`config.mk`:
```
export PLATFORM = sky130hd
export DESIGN_NAME = amino_word_window_encoder_top
export DESIGN_NICKNAME = d
export VERILOG_FILES = /design/src/awwe_pkg.sv /design/src/amino_word_window_encoder_top.sv /design/src/awwe_cell.sv /design/src/awwe_ctrl.sv /design/src/awwe_pack.sv
export SDC_FILE = /design/constraint.sdc
export NUM_CORES = 1
export LEC_CHECK = 0
export BUFFER_PORTS_ARGS = -buffer_cell sky130_fd_sc_hd__buf_2
export CORE_MARGIN = 4
export CORE_UTILIZATION = 35
export DETAILED_ROUTE_END_ITERATION = 12
export HOLD_SLACK_MARGIN = 0.02
export SLEW_MARGIN = 20
export SYNTH_ARGS = -nofsm -noshare
export SYNTH_HDL_FRONTEND = slang
export SYNTH_SLANG_ARGS = --single-unit
export TNS_END_PERCENT = 100
```
`constraint.sdc`:
```
create_clock -name i_clk -period 15.8 [get_ports i_clk]
set_input_delay 0.79 -clock i_clk [delete_from_list [all_inputs] [get_ports i_clk]]
set_output_delay 0.79 -clock i_clk [all_outputs]
set_load 0.1 [all_outputs]
```
`src/awwe_pkg.sv`:
```
// awwe_pkg: shared constants, beat types and the prefix digit weights
// for the rolling amino word encoder. No dependencies.
`timescale 1ns / 1ps
package awwe_pkg;

    localparam int unsigned PREFIX_LEN    = 6;
    localparam int unsigned SUFFIX_LEN    = 12;
    localparam int unsigned WORD_LEN      = PREFIX_LEN + SUFFIX_LEN;
    localparam int unsigned ALPHABET_SIZE = 20;
    localparam int unsigned AMINO_BITS    = 5;
    localparam int unsigned POSITION_BITS = 32;
    localparam int unsigned RUN_BITS      = $clog2(WORD_LEN + 1);

    localparam int unsigned CODE_W  = 5;
    localparam int unsigned START_W = 32;
    localparam int unsigned PFX_W   = 26;
    localparam int unsigned SFX_W   = 60;

    typedef logic [AMINO_BITS-1:0]    t_amino;
    typedef logic [POSITION_BITS-1:0] t_pos;
    typedef logic [RUN_BITS-1:0]      t_run;

    typedef struct packed {
        logic [CODE_W-1:0] amino_code;
        logic              invalid;
        logic              new_sequence;
    } t_in_beat;

    typedef struct packed {
        logic [START_W-1:0] word_start;
        logic [PFX_W-1:0]   fwd_prefix;
        logic [SFX_W-1:0]   fwd_suffix;
        logic [PFX_W-1:0]   rev_prefix;
        logic [SFX_W-1:0]   rev_suffix;
    } t_out_beat;

    // control handed to every cell of the history chain
    typedef struct packed {
        logic clr;
        logic shift;
    } t_cell_ctl;

    // ALPHABET_SIZE ** exp, cut to the prefix width
    function automatic logic [PFX_W-1:0] digit_weight(input int unsigned exp);
        logic [63:0] v;
        v = 64'd1;
        for (int unsigned k = 0; k < exp; k++) begin
            v = v * 64'(ALPHABET_SIZE);
        end
        return v[PFX_W-1:0];
    endfunction

endpackage

```
`src/amino_word_window_encoder_top.sv`:
```
// amino_word_window_encoder_top: rolling amino word encoder, chain of
// history cells plus control and output register.
// Depends on awwe_pkg, awwe_cell, awwe_ctrl, awwe_pack.
//
//   channel | ports                                    | dir
//   in      | i_in_valid, o_in_stall, i_in_beat        | beats in
//   out     | o_out_valid, i_out_stall, o_out_beat     | beats out
//
// One input beat per cycle unless stalled; a word appears in the cycle
// after the beat that completes it, from the output register. o_in_stall
// is high only while a held result is stalled. Synchronous active-low
// reset clears the history chain, run count, position and output valid.
`timescale 1ns / 1ps
module amino_word_window_encoder_top (
    input  logic                i_clk,
    input  logic                i_rst_n,
    input  logic                i_in_valid,
    output logic                o_in_stall,
    input  awwe_pkg::t_in_beat  i_in_beat,
    output logic                o_out_valid,
    input  logic                i_out_stall,
    output awwe_pkg::t_out_beat o_out_beat
);
    import awwe_pkg::*;

    logic                accept;
    logic                busy;
    t_cell_ctl           ctl;
    logic                emit;
    logic [START_W-1:0]  word_start;
    t_amino              din   [WORD_LEN];
    t_amino              carry [WORD_LEN];
    t_amino              hist  [WORD_LEN];

    assign o_in_stall = busy;
    assign accept     = i_in_valid && !busy;

    awwe_ctrl u_ctrl (
        .i_clk        (i_clk),
        .i_rst_n      (i_rst_n),
        .i_accept     (accept),
        .i_beat       (i_in_beat),
        .o_ctl        (ctl),
        .o_emit       (emit),
        .o_word_start (word_start)
    );

    assign din[0] = AMINO_BITS'(i_in_beat.amino_code);

    for (genvar k = 0; k < WORD_LEN; k++) begin : g_cell
        if (k > 0) begin : g_link
            assign din[k] = carry[k-1];
        end
        awwe_cell u_cell (
            .i_clk   (i_clk),
            .i_rst_n (i_rst_n),
            .i_ctl   (ctl),
            .i_din   (din[k]),
            .o_carry (carry[k]),
            .o_next  (hist[k])
        );
    end

    awwe_pack u_pack (
        .i_clk        (i_clk),
        .i_rst_n      (i_rst_n),
        .i_emit       (emit),
        .i_word_start (word_start),
        .i_hist       (hist),
        .i_out_stall  (i_out_stall),
        .o_busy       (busy),
        .o_out_valid  (o_out_valid),
        .o_out_beat   (o_out_beat)
    );

endmodule

```
`src/awwe_cell.sv`:
```
// awwe_cell: one amino slot of the history chain.
// Depends on awwe_pkg.
`timescale 1ns / 1ps
module awwe_cell (
    input  logic                i_clk,
    input  logic                i_rst_n,
    input  awwe_pkg::t_cell_ctl i_ctl,
    input  awwe_pkg::t_amino    i_din,
    output awwe_pkg::t_amino    o_carry,
    output awwe_pkg::t_amino    o_next
);
    import awwe_pkg::*;

    t_amino r_q;
    t_amino n_q;

    always_comb begin
        if (i_ctl.shift) begin
            n_q = i_din;
        end else if (i_ctl.clr) begin
            n_q = '0;
        end else begin
            n_q = r_q;
        end
    end

    // a cleared slot hands zero to its neighbor in the same beat
    assign o_carry = i_ctl.clr ? '0 : r_q;
    assign o_next  = n_q;

    always_ff @(posedge i_clk) begin
        if (!i_rst_n) begin
            r_q <= '0;
        end else begin
            r_q <= n_q;
        end
    end

endmodule

```
`src/awwe_ctrl.sv`:
```
// awwe_ctrl: position counter, valid run counter and word emit decision.
// Depends on awwe_pkg.
`timescale 1ns / 1ps
module awwe_ctrl (
    input  logic                        i_clk,
    input  logic                        i_rst_n,
    input  logic                        i_accept,
    input  awwe_pkg::t_in_beat          i_beat,
    output awwe_pkg::t_cell_ctl         o_ctl,
    output logic                        o_emit,
    output logic [awwe_pkg::START_W-1:0] o_word_start
);
    import awwe_pkg::*;

    t_pos r_pos;
    t_pos n_pos;
    t_run r_run;
    t_run n_run;
    t_pos pos_cur;
    t_run run_base;
    logic clr;
    logic bad;

    always_comb begin
        clr      = i_accept && i_beat.new_sequence;
        bad      = i_beat.invalid || (i_beat.amino_code >= CODE_W'(ALPHABET_SIZE));
        pos_cur  = clr ? '0 : r_pos;
        run_base = clr ? '0 : r_run;
        n_pos    = r_pos;
        n_run    = r_run;
        if (i_accept) begin
            n_pos = pos_cur + POSITION_BITS'(1);
            if (bad) begin
                n_run = '0;
            end else if (run_base < RUN_BITS'(WORD_LEN)) begin
                n_run = run_base + RUN_BITS'(1);
            end else begin
                n_run = run_base;
            end
        end
        o_ctl.clr    = clr;
        o_ctl.shift  = i_accept && !bad;
        o_emit       = i_accept && !bad && (n_run == RUN_BITS'(WORD_LEN));
        o_word_start = START_W'(pos_cur - POSITION_BITS'(WORD_LEN - 1));
    end

    always_ff @(posedge i_clk) begin
        if (!i_rst_n) begin
            r_pos <= '0;
            r_run <= '0;
        end else begin
            r_pos <= n_pos;
            r_run <= n_run;
        end
    end

endmodule

```
`src/awwe_pack.sv`:
```
// awwe_pack: encodes the next chain contents into prefixes and suffixes
// and holds the result beat in the output register. Depends on awwe_pkg.
`timescale 1ns / 1ps
module awwe_pack (
    input  logic                         i_clk,
    input  logic                         i_rst_n,
    input  logic                         i_emit,
    input  logic [awwe_pkg::START_W-1:0] i_word_start,
    input  awwe_pkg::t_amino             i_hist [awwe_pkg::WORD_LEN],
    input  logic                         i_out_stall,
    output logic                         o_busy,
    output logic                         o_out_valid,
    output awwe_pkg::t_out_beat          o_out_beat
);
    import awwe_pkg::*;

    logic      r_valid;
    logic      n_valid;
    t_out_beat r_beat;
    t_out_beat beat;
    logic      load;

    // i_hist[0] is the newest amino
    always_comb begin
        beat            = '0;
        beat.word_start = i_word_start;
        for (int unsigned i = 0; i < PREFIX_LEN; i++) begin
            beat.fwd_prefix = beat.fwd_prefix
                + PFX_W'(PFX_W'(i_hist[SUFFIX_LEN + i]) * digit_weight(i));
            beat.rev_prefix = beat.rev_prefix
                + PFX_W'(PFX_W'(i_hist[PREFIX_LEN - 1 - i]) * digit_weight(i));
        end
        for (int unsigned j = 0; j < SUFFIX_LEN; j++) begin
            beat.fwd_suffix[j*AMINO_BITS +: AMINO_BITS] = i_hist[j];
            beat.rev_suffix[j*AMINO_BITS +: AMINO_BITS] = i_hist[WORD_LEN - 1 - j];
        end
    end

    always_comb begin
        load    = !(r_valid && i_out_stall);
        n_valid = load ? i_emit : r_valid;
    end

    always_ff @(posedge i_clk) begin
        if (!i_rst_n) begin
            r_valid <= 1'b0;
        end else begin
            r_valid <= n_valid;
        end
    end

    always_ff @(posedge i_clk) begin
        if (load && i_emit) begin
            r_beat <= beat;
        end
    end

    assign o_busy      = !load;
    assign o_out_valid = r_valid;
    assign o_out_beat  = r_beat;

endmodule

```
# Word level (Yosys, flattened, before mapping)
# Index checks and enable logic that the tools add are counted.
dict set report word_totals {
  ff_bits 332
  elab_cells 102
  in_bits 11
}
dict set report op_classes {
  mul 10
  magnitude_cmp 2
  eq_ne 1
  reduce_logical 9
  n_addsub 13
  mux 41
}
# cell n
set op_table {}
lappend op_table {{5-bit two-way mux} 40}
lappend op_table {{26-bit by 14-bit adder with 26-bit output} 2}
lappend op_table {{26-bit by 18-bit adder with 26-bit output} 2}
lappend op_table {{26-bit by 23-bit adder with 26-bit output} 2}
lappend op_table {{26-bit adder} 2}
lappend op_table {{32-bit by 1-bit adder with 32-bit output, second input constant} 1}
lappend op_table {{5-bit by 12-bit multiplier with 16-bit output, second input constant} 2}
lappend op_table {{32-bit two-way mux} 1}
lappend op_table {{32-bit by 5-bit subtractor with 32-bit output, second input constant} 1}
lappend op_table {{5-bit by 10-bit multiplier with 15-bit output, second input constant} 2}
lappend op_table {{5-bit by 7-bit multiplier with 12-bit output, second input constant} 2}
lappend op_table {{5-bit by 10-bit adder with 11-bit output} 2}
lappend op_table {{5-bit by 5-bit multiplier with 10-bit output, second input constant} 2}
lappend op_table {{5-bit by 3-bit multiplier with 8-bit output, second input constant} 2}
lappend op_table {{1-bit logical AND} 6}
lappend op_table {{5-bit by 1-bit adder with 5-bit output, second input constant} 1}
lappend op_table {{5-bit == test, second input constant} 1}
lappend op_table {{5-bit >= comparator, second input constant} 1}
lappend op_table {{5-bit < comparator, second input constant} 1}
lappend op_table {{1-bit logical NOT} 2}
lappend op_table {{1-bit logical OR} 1}

# Depth between registers and ports, before layout
dict set report logic_depth {
  ltp_word 12
  ltp_mapped 31
  depth_no_buf 29
}

# Hierarchy
# From an unflattened synthesis, not the netlist that was laid out.
dict set report hier_totals {
  hier_cells 2255
  area_unflattened_um2 22205.0
}
# mod area_per_inst_um2 n_inst seq_area_each_um2 cells_per_inst
set by_module_without_submodules {}
lappend by_module_without_submodules {awwe_pack 14248.7 1 5124.9 1216}
lappend by_module_without_submodules {awwe_cell 287.8 18 100.1 37}
lappend by_module_without_submodules {awwe_ctrl 2762.6 1 740.7 372}
lappend by_module_without_submodules {amino_word_window_encoder_top 13.8 1 0.0 1}

# Worst setup path before layout
# OpenSTA, ideal clock, no wires.
dict set report synth_timing {
  kind {flip-flop to flip-flop}
  start {reg u_pack.r_valid, in the netlist u_pack.o_out_valid}
  end {reg u_pack.r_beat, in the netlist u_pack.o_out_beat[0], enable pin}
  arrival_ns 14.855
  stages_incl_launch_ff 13
  n_path_buf 4
  period_less_slack_ns 15.767
  slack_ns 0.033
  cell_sequence {dfxtp_1 -> a21boi_1 -> buf_2 -> nand2_2 -> clkbuf_8 -> clkbuf_1 -> clkbuf_1 -> and2_1 -> ha_1 -> a31oi_1 -> or4_1 -> or3_1 -> nor3_1}
}
dict set report synth_via {
  elab_chain_len 12
  elab_cells_between_ends 14
}
# element line
set synth_lines {}
lappend synth_lines {{start, declared} awwe_pack.sv:17} ;# logic r_valid;
lappend synth_lines {{start signal, assigned} awwe_pack.sv:48} ;# r_valid <= n_valid;
lappend synth_lines {{1-bit logical AND (*)} awwe_pack.sv:40} ;# load = !(r_valid && i_out_stall);
lappend synth_lines {{1-bit logical NOT (*)} {amino_word_window_encoder_top.sv:36, awwe_pack.sv:40}}
lappend synth_lines {{1-bit logical AND} amino_word_window_encoder_top.sv:36} ;# assign accept = i_in_valid && !busy;
lappend synth_lines {{1-bit logical AND} awwe_ctrl.sv:25} ;# clr = i_accept && i_beat.new_sequence;
lappend synth_lines {{5-bit two-way mux} awwe_ctrl.sv:28} ;# run_base = clr ? '0 : r_run;
lappend synth_lines {{5-bit by 1-bit adder with 5-bit output or 5-bit < comparator (tied branches)} {awwe_ctrl.sv:36, awwe_ctrl.sv:35}}
lappend synth_lines {{5-bit two-way mux} awwe_ctrl.sv:35} ;# end else if (run_base < RUN_BITS'(WORD_LEN)) begin
lappend synth_lines {{5-bit two-way mux} awwe_ctrl.sv:33} ;# if (bad) begin
lappend synth_lines {{5-bit two-way mux} awwe_ctrl.sv:31} ;# if (i_accept) begin
lappend synth_lines {{5-bit == test} awwe_ctrl.sv:43} ;# o_emit = i_accept && !bad && (n_run == RUN_BITS'(WORD_LEN));
lappend synth_lines {{1-bit logical AND} awwe_ctrl.sv:43}
lappend synth_lines {{1-bit logical AND (*)} awwe_pack.sv:53} ;# if (load && i_emit) begin
lappend synth_lines {{end signal, assigned} awwe_pack.sv:54} ;# r_beat <= beat;
lappend synth_lines {{end, declared} awwe_pack.sv:19} ;# t_out_beat r_beat;
# Mark *: on every way between the ends. The rest lies on a longest branch, timed or not.
# A chain may end at the register's enable or synchronous reset.

==> impl_metrics.py <==
metrics = {
    "status": {
        "outcome": "finished clean",
    },
    "timing": {
        "min_period_over_period_pct": 54.2,
        "finClkSkew_ns": 0.0241,
        "layout_min_cycle_time_ns": 8.56,
        "finalHoldViolations": 0,
        "fmax_mhz": 117,
        "setup_violations": 0,
        "worstMarginPinSlew_ns": 0.991,
        "relSlewSlack_pct": 34.0,
        "rsz0062_at_grt": "no",
        "drv_slew": 0,
        "final.setup.tns_ns": 0,
    },
    "placement": {
        "port_buffers": 216,
        "detailedPlacementHpwl_mm": 35.8,
        "placed_cell_area_um2": 22400,
        "gp_congestion": 0.844,
    },
    "finish": {
        "areaGrowthSynthToFinish_pct": 13.5,
        "final_common_cell": "ha_1",
        "diodes": 0,
        "layout_common_cells": "ha_1, nand2_1, buf_2",
        "layout.nets": 2609,
        "fillers": 5730,
        "final_cell_area_um2": 23600,
        "drive_above_1_share_pct": 14.6,
    },
    "yosys": {
        "ys_ff_latch": 298,
        "avgSynthCellArea_um2": 10.2,
        "netlist_instances": 2040,
        "syn_nets": 2434,
        "ys.flop_type": "edfxtp_1",
        "syn-cell-area_um2": 20800,
        "async_flop_share_pct": 0,
        "synth_cell_type_count": 76,
        "synth_edf_count": 170,
        "ys_warn_count": 0,
        "seq_area_frac_synth_pct": 36.9,
    },
    "setup_path": {
        "path_common_cell": "inv_1",
        "cpPeakStageDelay_ns": 0.67,
        "setup.worst_path.class": "primary input to flop",
        "cpMaxStageDelayCell": "buf_4",
        "worst_setup_path_end_kind": "flop",
        "reg2reg_depth": 31,
        "worstPathRequired_ns": 16.09,
        "crit_arrival_ns": 8.85,
        "r2r-start": "u_pack.o_out_valid$_SDFFE_PN0N_",
        "r2r_slack_ns": 7.27,
        "cp_max_fo": 62,
        "startpoint_type": "primary input",
        "reg2reg_to": "u_pack.o_out_beat[168]$_DFFE_PP_",
    },
    "die": {
        "chipHeight_um": 252,
        "dieArea_um2": 63400,
        "die_w_um": 252,
        "initial_utilization_pct": 35.3,
        "io_pins": 217,
        "core_um2": 58900,
        "core.rowCount": 89,
    },
    "min_path": {
        "hold_end": "u_ctrl.r_pos[25]$_SDFFE_PN0N_",
        "min-delay-start": "u_ctrl.r_pos[25]$_SDFFE_PN0N_",
        "hold_depth": 2,
        "holdCritPathClass": "flop to flop",
    },
    "route": {
        "vias": 14500,
        "vias_per_cell": 4.81,
        "drtIter0Drc": 720,
        "drt_first_pass_iters": 7,
        "ant_nets": 0,
        "routed_wl_mm": 47.5,
        "routedWlPerCell_um": 15.8,
        "route.detailed.drc": 0,
    },
    "clock_tree": {
        "htree_levels": 2,
        "clk-insertion-delay-late_ns": 0.54,
        "postCtsSetupBuffers": 0,
        "cts_sinks": 298,
        "cts_resized": 0,
        "max-clock-path-buffers": 3,
        "cts_tree": "built",
        "cts_buffers": 36,
        "cts_root_buf": "clkbuf_16",
        "cts.clk_slew.worst_paths_ns": 0.06,
        "cts_hold_buffers": 0,
    },
    "job": {
        "maxCapViolCount": 0,
    },
    "global_routing": {
        "track_usage_pct": 14.9,
        "grt_start_max_net_pins": 114,
        "gr-total-overflow": 0,
        "grt_pass1_wl_mm": 77.1,
        "grt_pass1_vias": 14500,
        "antenna_found_initial": 0,
    },
    "power_and_ir_drop": {
        "vdd_drop_max_mv": 0.0743,
        "power_density_nw_per_um2": 72.8,
        "p_leak_nw": 11.5,
    },
}
[worst max-delay path by stage]
stage | startpoint | to | slack (ns) | cells after the start
after global placement | i_out_stall | u_pack.o_out_beat[168]$_DFFE_PP_ | 6.75 | 32
after CTS | u_pack.o_out_valid$_SDFFE_PN0N_ | u_pack.o_out_beat[168]$_DFFE_PP_ | 7.19 | 31
after global routing | u_pack.o_out_valid$_SDFFE_PN0N_ | u_pack.o_out_beat[168]$_DFFE_PP_ | 6.46 | 31
after floorplan | u_pack.o_out_valid$_SDFFE_PN0N_ | u_pack.o_out_beat[0]$_DFFE_PP_ | 0.03 | 12
after detailed placement | i_out_stall | u_pack.o_out_beat[168]$_DFFE_PP_ | 6.64 | 32
final | i_in_beat[0] | u_pack.o_out_beat[168]$_DFFE_PP_ | 7.24 | 29
[power by group]
group / internal, W / switching [W] / total, W
clock: 0.000494 / 0.000328 / 0.000822
combinational: 0.0000275 / 0.0000539 / 0.0000815
sequential: 0.000815 / 0.00000125 / 0.000816
total: 0.00134 / 0.000383 / 0.00172
[metal layers]
layer  global-route usage, %  routed length, um  vias to the layer above
met4                    3.53                940                        0
met1                    20.3              22200                     6890
li1                        -                  -                     7290
met5                       0                  0                        -
met3                    3.07               2350                       58
met2                    24.5              22100                      262
[area by class of cell]
type / count / area (um2) / area share (%)
Multi-Input combinational cell: 1450 / 11900 / 50.2
Sequential cell: 298 / 7670 / 32.5
Timing Repair Buffer: 235 / 1230 / 5.19
Clock buffer: 52 / 1040 / 4.42
Tap cell: 773 / 967 / 4.10
Inverter: 194 / 728 / 3.08
Clock inverter: 14 / 126 / 0.535
[critical path: cells and delay by family]
| kind | cells | cell delay [ns] |
|---|---|---|
| adders and majority gates | 8 | 3.42 |
| AOI/OAI and AO/OA | 10 | 2.25 |
| buffers and inverters | 7 | 1.41 |
| and+or+nand+nor | 2 | 0.72 |
| xor gates and xnor gates | 2 | 0.23 |
[registers in the layout, indices dropped and copies added, names as in the netlist]
name	cells
g_cell.u_cell.r_q	90
u_ctrl.r_pos	32
u_pack.o_out_beat	170
u_ctrl.r_run	5
u_pack.o_out_valid	1
[cells in the mapped netlist, drive strengths merged (7+ instances only)]
| cell type | instances | area (um2) |
|---|---|---|
| or2 | 9 | 56.3 |
| nand2 | 230 | 871 |
| o21ai | 52 | 260 |
| inv | 194 | 728 |
| o21a | 17 | 128 |
| xnor2 | 96 | 841 |
| nand3 | 30 | 168 |
| and3 | 8 | 50.1 |
| a31oi | 10 | 62.6 |
| a21oi | 143 | 716 |
| o21bai | 7 | 52.6 |
| clkbuf | 36 | 158 |
| dfxtp | 128 | 2560 |
| a22oi | 7 | 52.6 |
| or3 | 10 | 62.6 |
| ha | 305 | 3820 |
| nor3 | 38 | 215 |
| xor2 | 65 | 569 |
| nand2b | 10 | 62.6 |
| nor4 | 11 | 114 |
| fa | 78 | 1560 |
| edfxtp | 170 | 5100 |
| nor2 | 82 | 308 |
| and2 | 105 | 657 |
| mux2i | 7 | 70.1 |
| a21o | 26 | 195 |
| nor2b | 25 | 156 |
| buf | 62 | 429 |
[logic make-up after synthesis]
group	count (synthesis)	share of synthesized area (%)
xor+xnor	161	6.78
buf+inv	292	6.32
fa+ha+maj	383	25.8
flops	298	36.9
simple gates	579	14.0
compound gates	318	9.81
mux	9	0.445
[through the flow]
step                std cells  worst slack [ns]  power (W)  hold WS (ns)  utilization, %
finish                   3016              7.24    0.00172         0.547            40.1
global route             3016              6.46    0.00180         0.579            40.1
CTS                      3016              7.19    0.00176         0.546            40.1
detailed placement       2950              6.64   0.000915         0.534            38.1
global placement         2950              6.75   0.000913         0.516            38.1
floorplan                2040            0.0335   0.000893         0.485               -
(Power assumes the default switching activity.)
